==> config.mk <==
export PLATFORM = sky130hd
export DESIGN_NAME = ipv6_hbh_mpl_option_parser_top
export DESIGN_NICKNAME = d
export VERILOG_FILES = /design/src/hdl/hbh_mpl_pkg.sv /design/src/hdl/hbh_mpl_parser.sv /design/src/hdl/ipv6_hbh_mpl_option_parser_top.sv
export SDC_FILE = /design/constraint.sdc
export NUM_CORES = 1
export LEC_CHECK = 0
export BUFFER_PORTS_ARGS = -buffer_cell sky130_fd_sc_hd__buf_4
export CORE_UTILIZATION = 25
export CTS_CLUSTER_DIAMETER = 120
export CTS_CLUSTER_SIZE = 40
export DETAILED_ROUTE_END_ITERATION = 16
export PLACE_DENSITY = 0.38
export SKIP_CTS_REPAIR_TIMING = 1
export SYNTH_ARGS = -nofsm -noshare
export SYNTH_HDL_FRONTEND = slang
export SYNTH_SLANG_ARGS = --single-unit
export TNS_END_PERCENT = 100
==> constraint.sdc <==
create_clock -name clk -period 9.84 [get_ports clk]
set_input_delay 1.968 -clock clk [delete_from_list [all_inputs] [get_ports clk]]
set_output_delay 1.968 -clock clk [all_outputs]
set_load 0.05 [all_outputs]
==> src/hdl/hbh_mpl_pkg.sv <==
// shared types, constants and helpers for the hop-by-hop mpl option parser
`timescale 1ns / 1ps

package hbh_mpl_pkg;

  // one packet byte as it arrives
  typedef struct packed {
    logic [7:0] data_byte;
    logic       last_byte;
  } in_item_t;

  // one verdict per packet
  typedef struct packed {
    logic        verdict;
    logic [2:0]  drop_reason;
    logic [4:0]  seed_length;
    logic [63:0] seed_upper;
    logic [63:0] seed_lower;
    logic [7:0]  sequence_number;
    logic        largest_flag;
    logic [7:0]  option_length;
  } out_item_t;

  typedef enum logic [2:0] {
    PH_IPV6,
    PH_HBH_NEXT,
    PH_HBH_LEN,
    PH_TYPE,
    PH_OPTLEN,
    PH_SKIP,
    PH_MPL,
    PH_DECIDED
  } phase_t;

  localparam logic [2:0] RSN_NONE      = 3'd0;
  localparam logic [2:0] RSN_NO_HBH    = 3'd1;
  localparam logic [2:0] RSN_TRUNCATED = 3'd2;
  localparam logic [2:0] RSN_V_FLAG    = 3'd3;
  localparam logic [2:0] RSN_NO_MPL    = 3'd4;

  localparam logic [7:0]  OPT_MPL      = 8'h6D;
  localparam int unsigned FLAG_V_BIT   = 4;
  localparam int unsigned FLAG_M_BIT   = 5;
  localparam logic [15:0] POS_NEXT_HDR = 16'd6;
  localparam logic [15:0] POS_IP6_LAST = 16'd39;
  localparam logic [8:0]  MPL_FIXED    = 9'd2;

  // seed id length from the s field (flags bits 7..6)
  function automatic logic [4:0] seed_len(input logic [7:0] flags);
    logic [4:0] len;
    begin
      case (flags[7:6])
        2'd0:    len = 5'd0;
        2'd1:    len = 5'd2;
        2'd2:    len = 5'd8;
        default: len = 5'd16;
      endcase
      return len;
    end
  endfunction

endpackage

==> src/hdl/hbh_mpl_parser.sv <==
// per-byte parse state and next-state logic of the hop-by-hop option walk
`timescale 1ns / 1ps

module hbh_mpl_parser
  import hbh_mpl_pkg::*;
#(
  parameter int unsigned MAX_PACKET_BYTES = 2048
) (
  input  logic      clk,
  input  logic      rst,
  input  logic      step,
  input  in_item_t  item,
  output logic      done,
  output out_item_t result
);

  localparam logic [15:0] POS_LIMIT = 16'(MAX_PACKET_BYTES);

  phase_t       phase, phase_next;
  logic [15:0]  pos, pos_next;
  logic [11:0]  hbl, hbl_next;
  logic [7:0]   obl, obl_next;
  logic [7:0]   opt_type, opt_type_next;
  logic [7:0]   flags, flags_next;
  logic [127:0] seed, seed_next;
  logic [7:0]   seq, seq_next;
  logic [2:0]   pend, pend_next;
  logic [7:0]   mpl_len, mpl_len_next;

  logic        parse_en;
  logic        hbl_live;
  logic [11:0] hbl_dec;
  logic [7:0]  obl_dec;
  logic [7:0]  idx;
  logic [4:0]  slen_cur;
  logic [4:0]  slen_new;
  logic [7:0]  b;
  logic        decide;
  logic [2:0]  reason;
  logic [2:0]  final_reason;

  assign b        = item.data_byte;
  assign parse_en = step && (pos < POS_LIMIT);
  assign hbl_live = (hbl != 12'd0);
  assign hbl_dec  = hbl - 12'd1;
  assign obl_dec  = obl - 8'd1;
  assign idx      = mpl_len - obl;
  assign slen_cur = seed_len(flags);
  assign slen_new = seed_len(b);

  // next phase and the decision taken on this byte
  always_comb begin
    phase_next = phase;
    decide     = 1'b0;
    reason     = pend;
    if (parse_en) begin
      unique case (phase)
        PH_IPV6: begin
          if (pos == POS_NEXT_HDR && b != 8'd0) begin
            decide = 1'b1;
            reason = RSN_NO_HBH;
          end else if (pos == POS_IP6_LAST) begin
            phase_next = PH_HBH_NEXT;
          end
        end
        PH_HBH_NEXT: phase_next = PH_HBH_LEN;
        PH_HBH_LEN:  phase_next = PH_TYPE;
        PH_TYPE: begin
          if (hbl_live) begin
            if (b == 8'd0) begin
              if (hbl_dec == 12'd0) begin
                decide = 1'b1;
                reason = RSN_NO_MPL;
              end
            end else if (hbl_dec == 12'd0) begin
              decide = 1'b1;
              reason = RSN_TRUNCATED;
            end else begin
              phase_next = PH_OPTLEN;
            end
          end
        end
        PH_OPTLEN: begin
          if (hbl_live) begin
            if ({4'd0, b} > hbl_dec) begin
              decide = 1'b1;
              reason = RSN_TRUNCATED;
            end else if (opt_type == OPT_MPL) begin
              if (b == 8'd0) begin
                decide = 1'b1;
                reason = RSN_TRUNCATED;
              end else begin
                phase_next = PH_MPL;
              end
            end else if (b == 8'd0) begin
              if (hbl_dec == 12'd0) begin
                decide = 1'b1;
                reason = RSN_NO_MPL;
              end else begin
                phase_next = PH_TYPE;
              end
            end else begin
              phase_next = PH_SKIP;
            end
          end
        end
        PH_SKIP: begin
          if (hbl_live && obl_dec == 8'd0) begin
            if (hbl_dec == 12'd0) begin
              decide = 1'b1;
              reason = RSN_NO_MPL;
            end else begin
              phase_next = PH_TYPE;
            end
          end
        end
        PH_MPL: begin
          if (hbl_live) begin
            if (idx == 8'd0) begin
              if (b[FLAG_V_BIT]) begin
                decide = 1'b1;
                reason = RSN_V_FLAG;
              end else if ({1'b0, mpl_len} < MPL_FIXED + {4'd0, slen_new}) begin
                decide = 1'b1;
                reason = RSN_TRUNCATED;
              end
            end else if (idx == 8'd1) begin
              if (slen_cur == 5'd0) begin
                decide = 1'b1;
                reason = RSN_NONE;
              end
            end else if (idx == 8'd1 + {3'd0, slen_cur}) begin
              decide = 1'b1;
              reason = RSN_NONE;
            end
          end
        end
        PH_DECIDED: ;
        default: ;
      endcase
      if (decide) begin
        phase_next = PH_DECIDED;
      end
    end
  end

  // datapath registers
  always_comb begin
    pos_next      = pos;
    hbl_next      = hbl;
    obl_next      = obl;
    opt_type_next = opt_type;
    flags_next    = flags;
    seed_next     = seed;
    seq_next      = seq;
    mpl_len_next  = mpl_len;
    pend_next     = decide ? reason : pend;
    if (parse_en) begin
      pos_next = pos + 16'd1;
      if (phase == PH_HBH_LEN) begin
        hbl_next = {1'b0, b, 3'b110};
      end else if (phase != PH_IPV6 && phase != PH_HBH_NEXT && hbl_live) begin
        hbl_next = hbl_dec;
        case (phase)
          PH_TYPE: begin
            if (b != 8'd0) begin
              opt_type_next = b;
            end
          end
          PH_OPTLEN: begin
            obl_next = b;
            if ({4'd0, b} <= hbl_dec && opt_type == OPT_MPL) begin
              mpl_len_next = b;
            end
          end
          PH_SKIP: obl_next = obl_dec;
          PH_MPL: begin
            obl_next = obl_dec;
            if (idx == 8'd0) begin
              flags_next = b;
            end else if (idx == 8'd1) begin
              seq_next = b;
            end else begin
              seed_next = {seed[119:0], b};
            end
          end
          default: ;
        endcase
      end
    end
  end

  always_ff @(posedge clk) begin
    if (rst || (step && item.last_byte)) begin
      phase    <= PH_IPV6;
      pos      <= '0;
      hbl      <= '0;
      obl      <= '0;
      opt_type <= '0;
      flags    <= '0;
      seed     <= '0;
      seq      <= '0;
      pend     <= RSN_NO_MPL;
      mpl_len  <= '0;
    end else begin
      phase    <= phase_next;
      pos      <= pos_next;
      hbl      <= hbl_next;
      obl      <= obl_next;
      opt_type <= opt_type_next;
      flags    <= flags_next;
      seed     <= seed_next;
      seq      <= seq_next;
      pend     <= pend_next;
      mpl_len  <= mpl_len_next;
    end
  end

  // verdict from the state as it stands after the final byte
  always_comb begin
    if (pend_next == RSN_NO_HBH) begin
      final_reason = RSN_NO_HBH;
    end else if (phase_next == PH_IPV6 || phase_next == PH_HBH_NEXT ||
                 phase_next == PH_HBH_LEN || hbl_next != 12'd0) begin
      final_reason = RSN_TRUNCATED;
    end else begin
      final_reason = pend_next;
    end
  end

  assign done = step && item.last_byte;

  always_comb begin
    result             = '0;
    result.verdict     = (final_reason != RSN_NONE);
    result.drop_reason = final_reason;
    if (final_reason == RSN_NONE) begin
      result.seed_length     = seed_len(flags_next);
      result.seed_upper      = seed_next[127:64];
      result.seed_lower      = seed_next[63:0];
      result.sequence_number = seq_next;
      result.largest_flag    = flags_next[FLAG_M_BIT];
      result.option_length   = mpl_len_next;
    end
  end

endmodule

==> src/hdl/ipv6_hbh_mpl_option_parser_top.sv <==
// ipv6 hop-by-hop mpl option parser: byte stream in, one verdict per packet out
//
// pkt channel: one packet byte per transfer, starting at the first ipv6
// header byte, last_byte set on the final byte of the packet.
// res channel: one verdict transfer per packet, seed id, sequence number,
// m flag and option length filled in only when the verdict is success.
// a byte is taken every cycle while pkt_ready is high; the parse state is updated
// in the cycle of the transfer and the verdict of a last byte sits in the result
// register in the cycle after, so throughput is one byte per cycle while no
// verdict stalls.
// non-last bytes produce no result transfer.
// pkt_ready drops only while a verdict waits in the result register and
// res_ready is low; the parse state holds until the stall clears.
// reset (rst, synchronous) empties the result register and returns the
// parser to the start of a packet; the parser also restarts after each
// last byte. bytes past MAX_PACKET_BYTES are counted no further and ignored.
`timescale 1ns / 1ps

module ipv6_hbh_mpl_option_parser_top
  import hbh_mpl_pkg::*;
#(
  parameter int unsigned MAX_PACKET_BYTES = 2048
) (
  input  logic      clk,
  input  logic      rst,
  input  logic      pkt_valid,
  output logic      pkt_ready,
  input  in_item_t  pkt,
  output logic      res_valid,
  input  logic      res_ready,
  output out_item_t res
);

  logic      step;
  logic      done;
  out_item_t result;

  assign pkt_ready = !res_valid || res_ready;
  assign step      = pkt_valid && pkt_ready;

  hbh_mpl_parser #(
    .MAX_PACKET_BYTES(MAX_PACKET_BYTES)
  ) u_parser (
    .clk   (clk),
    .rst   (rst),
    .step  (step),
    .item  (pkt),
    .done  (done),
    .result(result)
  );

  always_ff @(posedge clk) begin
    if (rst) begin
      res_valid <= 1'b0;
    end else if (pkt_ready) begin
      res_valid <= done;
    end
  end

  always_ff @(posedge clk) begin
    if (done) begin
      res <= result;
    end
  end

  a_verdict_matches_reason: assert property (@(posedge clk) disable iff (rst)
    res_valid |-> (res.verdict == (res.drop_reason != RSN_NONE)))
    else $error("verdict and reason disagree");

  a_drop_fields_clear: assert property (@(posedge clk) disable iff (rst)
    res_valid && res.verdict |-> (res.seed_length == 5'd0 && res.option_length == 8'd0 &&
                                  res.sequence_number == 8'd0 && !res.largest_flag))
    else $error("dropped packet carries option fields");

  a_seed_length_legal: assert property (@(posedge clk) disable iff (rst)
    res_valid && !res.verdict |-> (res.seed_length == 5'd0 || res.seed_length == 5'd2 ||
                                   res.seed_length == 5'd8 || res.seed_length == 5'd16))
    else $error("illegal seed length");

  a_last_gives_result: assert property (@(posedge clk) disable iff (rst)
    step && pkt.last_byte |=> res_valid)
    else $error("last byte without verdict");

  a_stall_blocks_input: assert property (@(posedge clk) disable iff (rst)
    res_valid && !res_ready |-> !pkt_ready)
    else $error("input taken while verdict stalled");

endmodule
==> run_results.csv <==
group,metric,value,unit
worst_setup_path,cp.arrival,6.29,ns
detailed_routing,wl_met1,22100,um
finish,layout-drive-gt1-share,23.4,%
detailed_routing,wl_per_cell,19.8,um
synth,yosys_warnings,0,
global_route,grt_antenna_before_repair,0,
clock_network,cts_buffer_depth,3,
clock_network,clk_pin_slew_worst_paths,0.15,ns
placed_design,portBuffers,166,
detailed_routing,viasPerCell,4.63,
worst_setup_path,end_kind,"register",
synth,ys_seq_elements,350,
detailed_routing,dr.pass1.iters,4,
job,drv_cap,0,
global_route,grt_max_degree,96,
floorplan,io_pins,169,
synth,synth_common_cells,"nor2_1 (220), dfxtp_1 (198), mux2i_1 (153), edfxtp_1 (152), nor4_2 (112)",
detailed_routing,drt_iter0_drc,652,
sta,fin_crit,6.01,ns
power_and_ir_drop,power_density,170,nW/um2
detailed_routing,ant_nets,0,
floorplan,num_rows,91,
global_route,grt_overflow_total,0,
clock_network,clock_latency,0.57,ns
detailed_routing,dr.max_layer_used,"met4",
synth,synthDominantCellAreaShare,29.2,%
sta,hold_violations,0,
synth,synth_edf_count,152,
finish,final_core_util,29.3,%
sta,slew_headroom,22.9,%
clock_network,clock-sinks,350,
clock_network,cts_tree,"yes",
worst_setup_path,rr_endpoint,"res[15]",
sta,finalSetupViolCount,0,
finish,diodes,0,
synth,synth_most_common_cell,"nor2_1",
power_and_ir_drop,leakagePower,6.87,nW
synth,netlist_area,15600,um2
worst_hold_path,min_to,"u_parser.pos[13]",
synth,synth-main-ff-cell,"dfxtp_1",
sta,grt_setup_unrepaired,"no",
sta,timing.final.crit_share,61.1,%
placed_design,place_congestion,0.827,
detailed_routing,dr_wl_met2,21100,um
placed_design,dp_hpwl,29500,um
worst_hold_path,whs_path_depth,1,
sta,skew,0.0478,ns
clock_network,cts_buffers,15,
sta,setup_tns,0,ns
finish,area_growth,15.9,%
worst_setup_path,setup.worst_path.start_class,"input pin",
worst_setup_path,rrSetupSlack,4.08,ns
synth,yosys.area.top_type,"edfxtp_1",
detailed_routing,drc_errors,0,
worst_setup_path,reg2regPathDepth,17,
floorplan,dieArea,63500,um2
worst_setup_path,crit_type,"in2reg",
worst_setup_path,critPathRequiredTime,10.12,ns
status,status,"completed",
global_route,grt_pass1_wl,68900,um
synth,ys_types,75,
clock_network,htreeDepth,1,
sta,tightest_slew,1.15,ns
floorplan,die_w,252,um
power_and_ir_drop,vdd_drop_max,0.186,mV
detailed_routing,dr_wl_met3,1590,um
sta,slew_viol_final,0,
finish,nNetsFinal,1492,
worst_setup_path,cp_max_fo,50,
synth,syn-mean-instance-area,11.5,um2
global_route,grt_usage,14.1,%
detailed_routing,vias,10600,
floorplan,core,61700,um2
worst_hold_path,hold_start,"u_parser.pos[13]",
floorplan,start_util,25.3,%
worst_setup_path,reg2reg_from,"u_parser.hbl[0]",
detailed_routing,wirelength,45400,um
synth,synthArstFlopShare,0,%
worst_hold_path,hold_path_class,"reg2reg",
global_route,grt_pass1_vias,10600,
synth,netlist_instances,1360,
sta,fmax,166,MHz
synth,synth.area.top_cells,"edfxtp_1 (29%), dfxtp_1 (25%), mux2i_1 (9.8%)",
floorplan,die-height,252,um
clock_network,cts_root_buf,"clkbuf_16",
synth,seq_area_frac_synth,54.6,%
## final cells by class
cell class              count  area (um2)
repair buffers            181        1380
clock inverters             8         153
flip-flops and latches    350        8530
clock buffers              17         383
well taps                 837        1050
multi-input cells         883        6530
inverters                  23        86.3
fillers                  6495       43600
## cell usage in the layout (no fill, tap or decap), types with 5 or more instances in the layout
master / Yosys / routed
inv_1: 22 / 22
o21ai_0: 21 / 21
nor4b_1: 5 / 5
dfxtp_1: 198 / 198
nor4_2: 112 / 111
nand2b_1: 10 / 10
a21oi_1: 40 / 40
o22ai_1: 5 / 5
nand3_1: 13 / 12
nor4_1: 50 / 50
xor2_1: 17 / 17
xnor2_1: 17 / 17
or3_1: 7 / 7
and2_1: 13 / 13
buf_4: 13 / 179
nor2_1: 220 / 220
nand4_1: 10 / 10
a31oi_1: 8 / 7
mux2i_1: 153 / 153
or2_2: 8 / 7
nand2_1: 51 / 51
nor3_1: 16 / 16
and3_1: 9 / 9
ha_1: 24 / 24
edfxtp_1: 152 / 152
clkbuf_16: 0 / 15
## kinds of logic (layout without fill, tap and decap cells)
kind of cell | Yosys count | in the layout | synth area share, %
xor gates and xnor gates | 34 | 34 | 1.91
muxes | 155 | 155 | 9.94
other | 1 | 2 | 0.0240
buffers and inverters | 128 | 229 | 4.04
DFF | 350 | 350 | 54.6
AOI/OAI and AO/OA | 117 | 117 | 4.92
adders and majority gates | 25 | 25 | 2.05
and+or+nand+nor | 550 | 550 | 22.5
## report_power, final
group          total, mW  internal (mW)  switching, mW
clock              0.861          0.318          0.543
combinational      0.641          0.126          0.515
sequential          1.57           1.55         0.0238
total               3.07           1.99           1.08
## stage by stage
stage	hold slack (ns)	total power [mW]	cells	worst slack, ns	instance area (um2)
floorplan	0.431	2.06	1361	1.94	15600
global placement	0.443	2.26	2274	3.30	17600
detailed placement	0.448	2.26	2274	3.21	17600
CTS	0.476	3.13	2299	3.83	18100
global route	0.503	3.21	2299	3.58	18100
finish	0.471	3.07	2299	3.83	18100
## critical path: stages
cell	delay [ns]
buf_4	0.16
ha_1	0.32
nor2b_1	0.13
o211ai_1	0.16
a21oi_1	0.09
o31ai_1	0.53
a21oi_2	0.21
a221o_1	0.38
and3_4	0.21
a211o_1	0.33
a31oi_4	0.14
buf_4	0.62
buf_4	0.79
nor4_1	0.14
## layer usage
| metal | track usage [%] | vias to the layer above |
|---|---|---|
| met1 | 20.0 | 5292 |
| met5 | 0 | - |
| met4 | 2.98 | 0 |
| met3 | 1.82 | 32 |
| li1 | - | 5143 |
| met2 | 22.7 | 172 |
## worst max-delay path by stage
stage                     cells past startpoint           endpoint  slack [ns]  startpoint
after floorplan                               7  u_parser.seed[84]        1.94   res_ready
after global placement                       14            res[19]        3.30      pkt[2]
after detailed placement                     14            res[21]        3.21      pkt[2]
after CTS                                    14            res[10]        3.83      pkt[2]
after global routing                         15            res[13]        3.58      pkt[7]
final                                        14            res[15]        3.83      pkt[2]
## state kept, by name, summed over array words and instances (netlist names)
name / cells
u_parser.seed: 128
res: 152
u_parser.opt_type: 8
u_parser.seq: 8
res_valid: 1
u_parser.flags: 3
u_parser.obl: 8
u_parser.pos: 16
u_parser.mpl_len: 8
u_parser.phase: 3
u_parser.pend: 3
u_parser.hbl: 12
(Power assumes the default switching activity.)
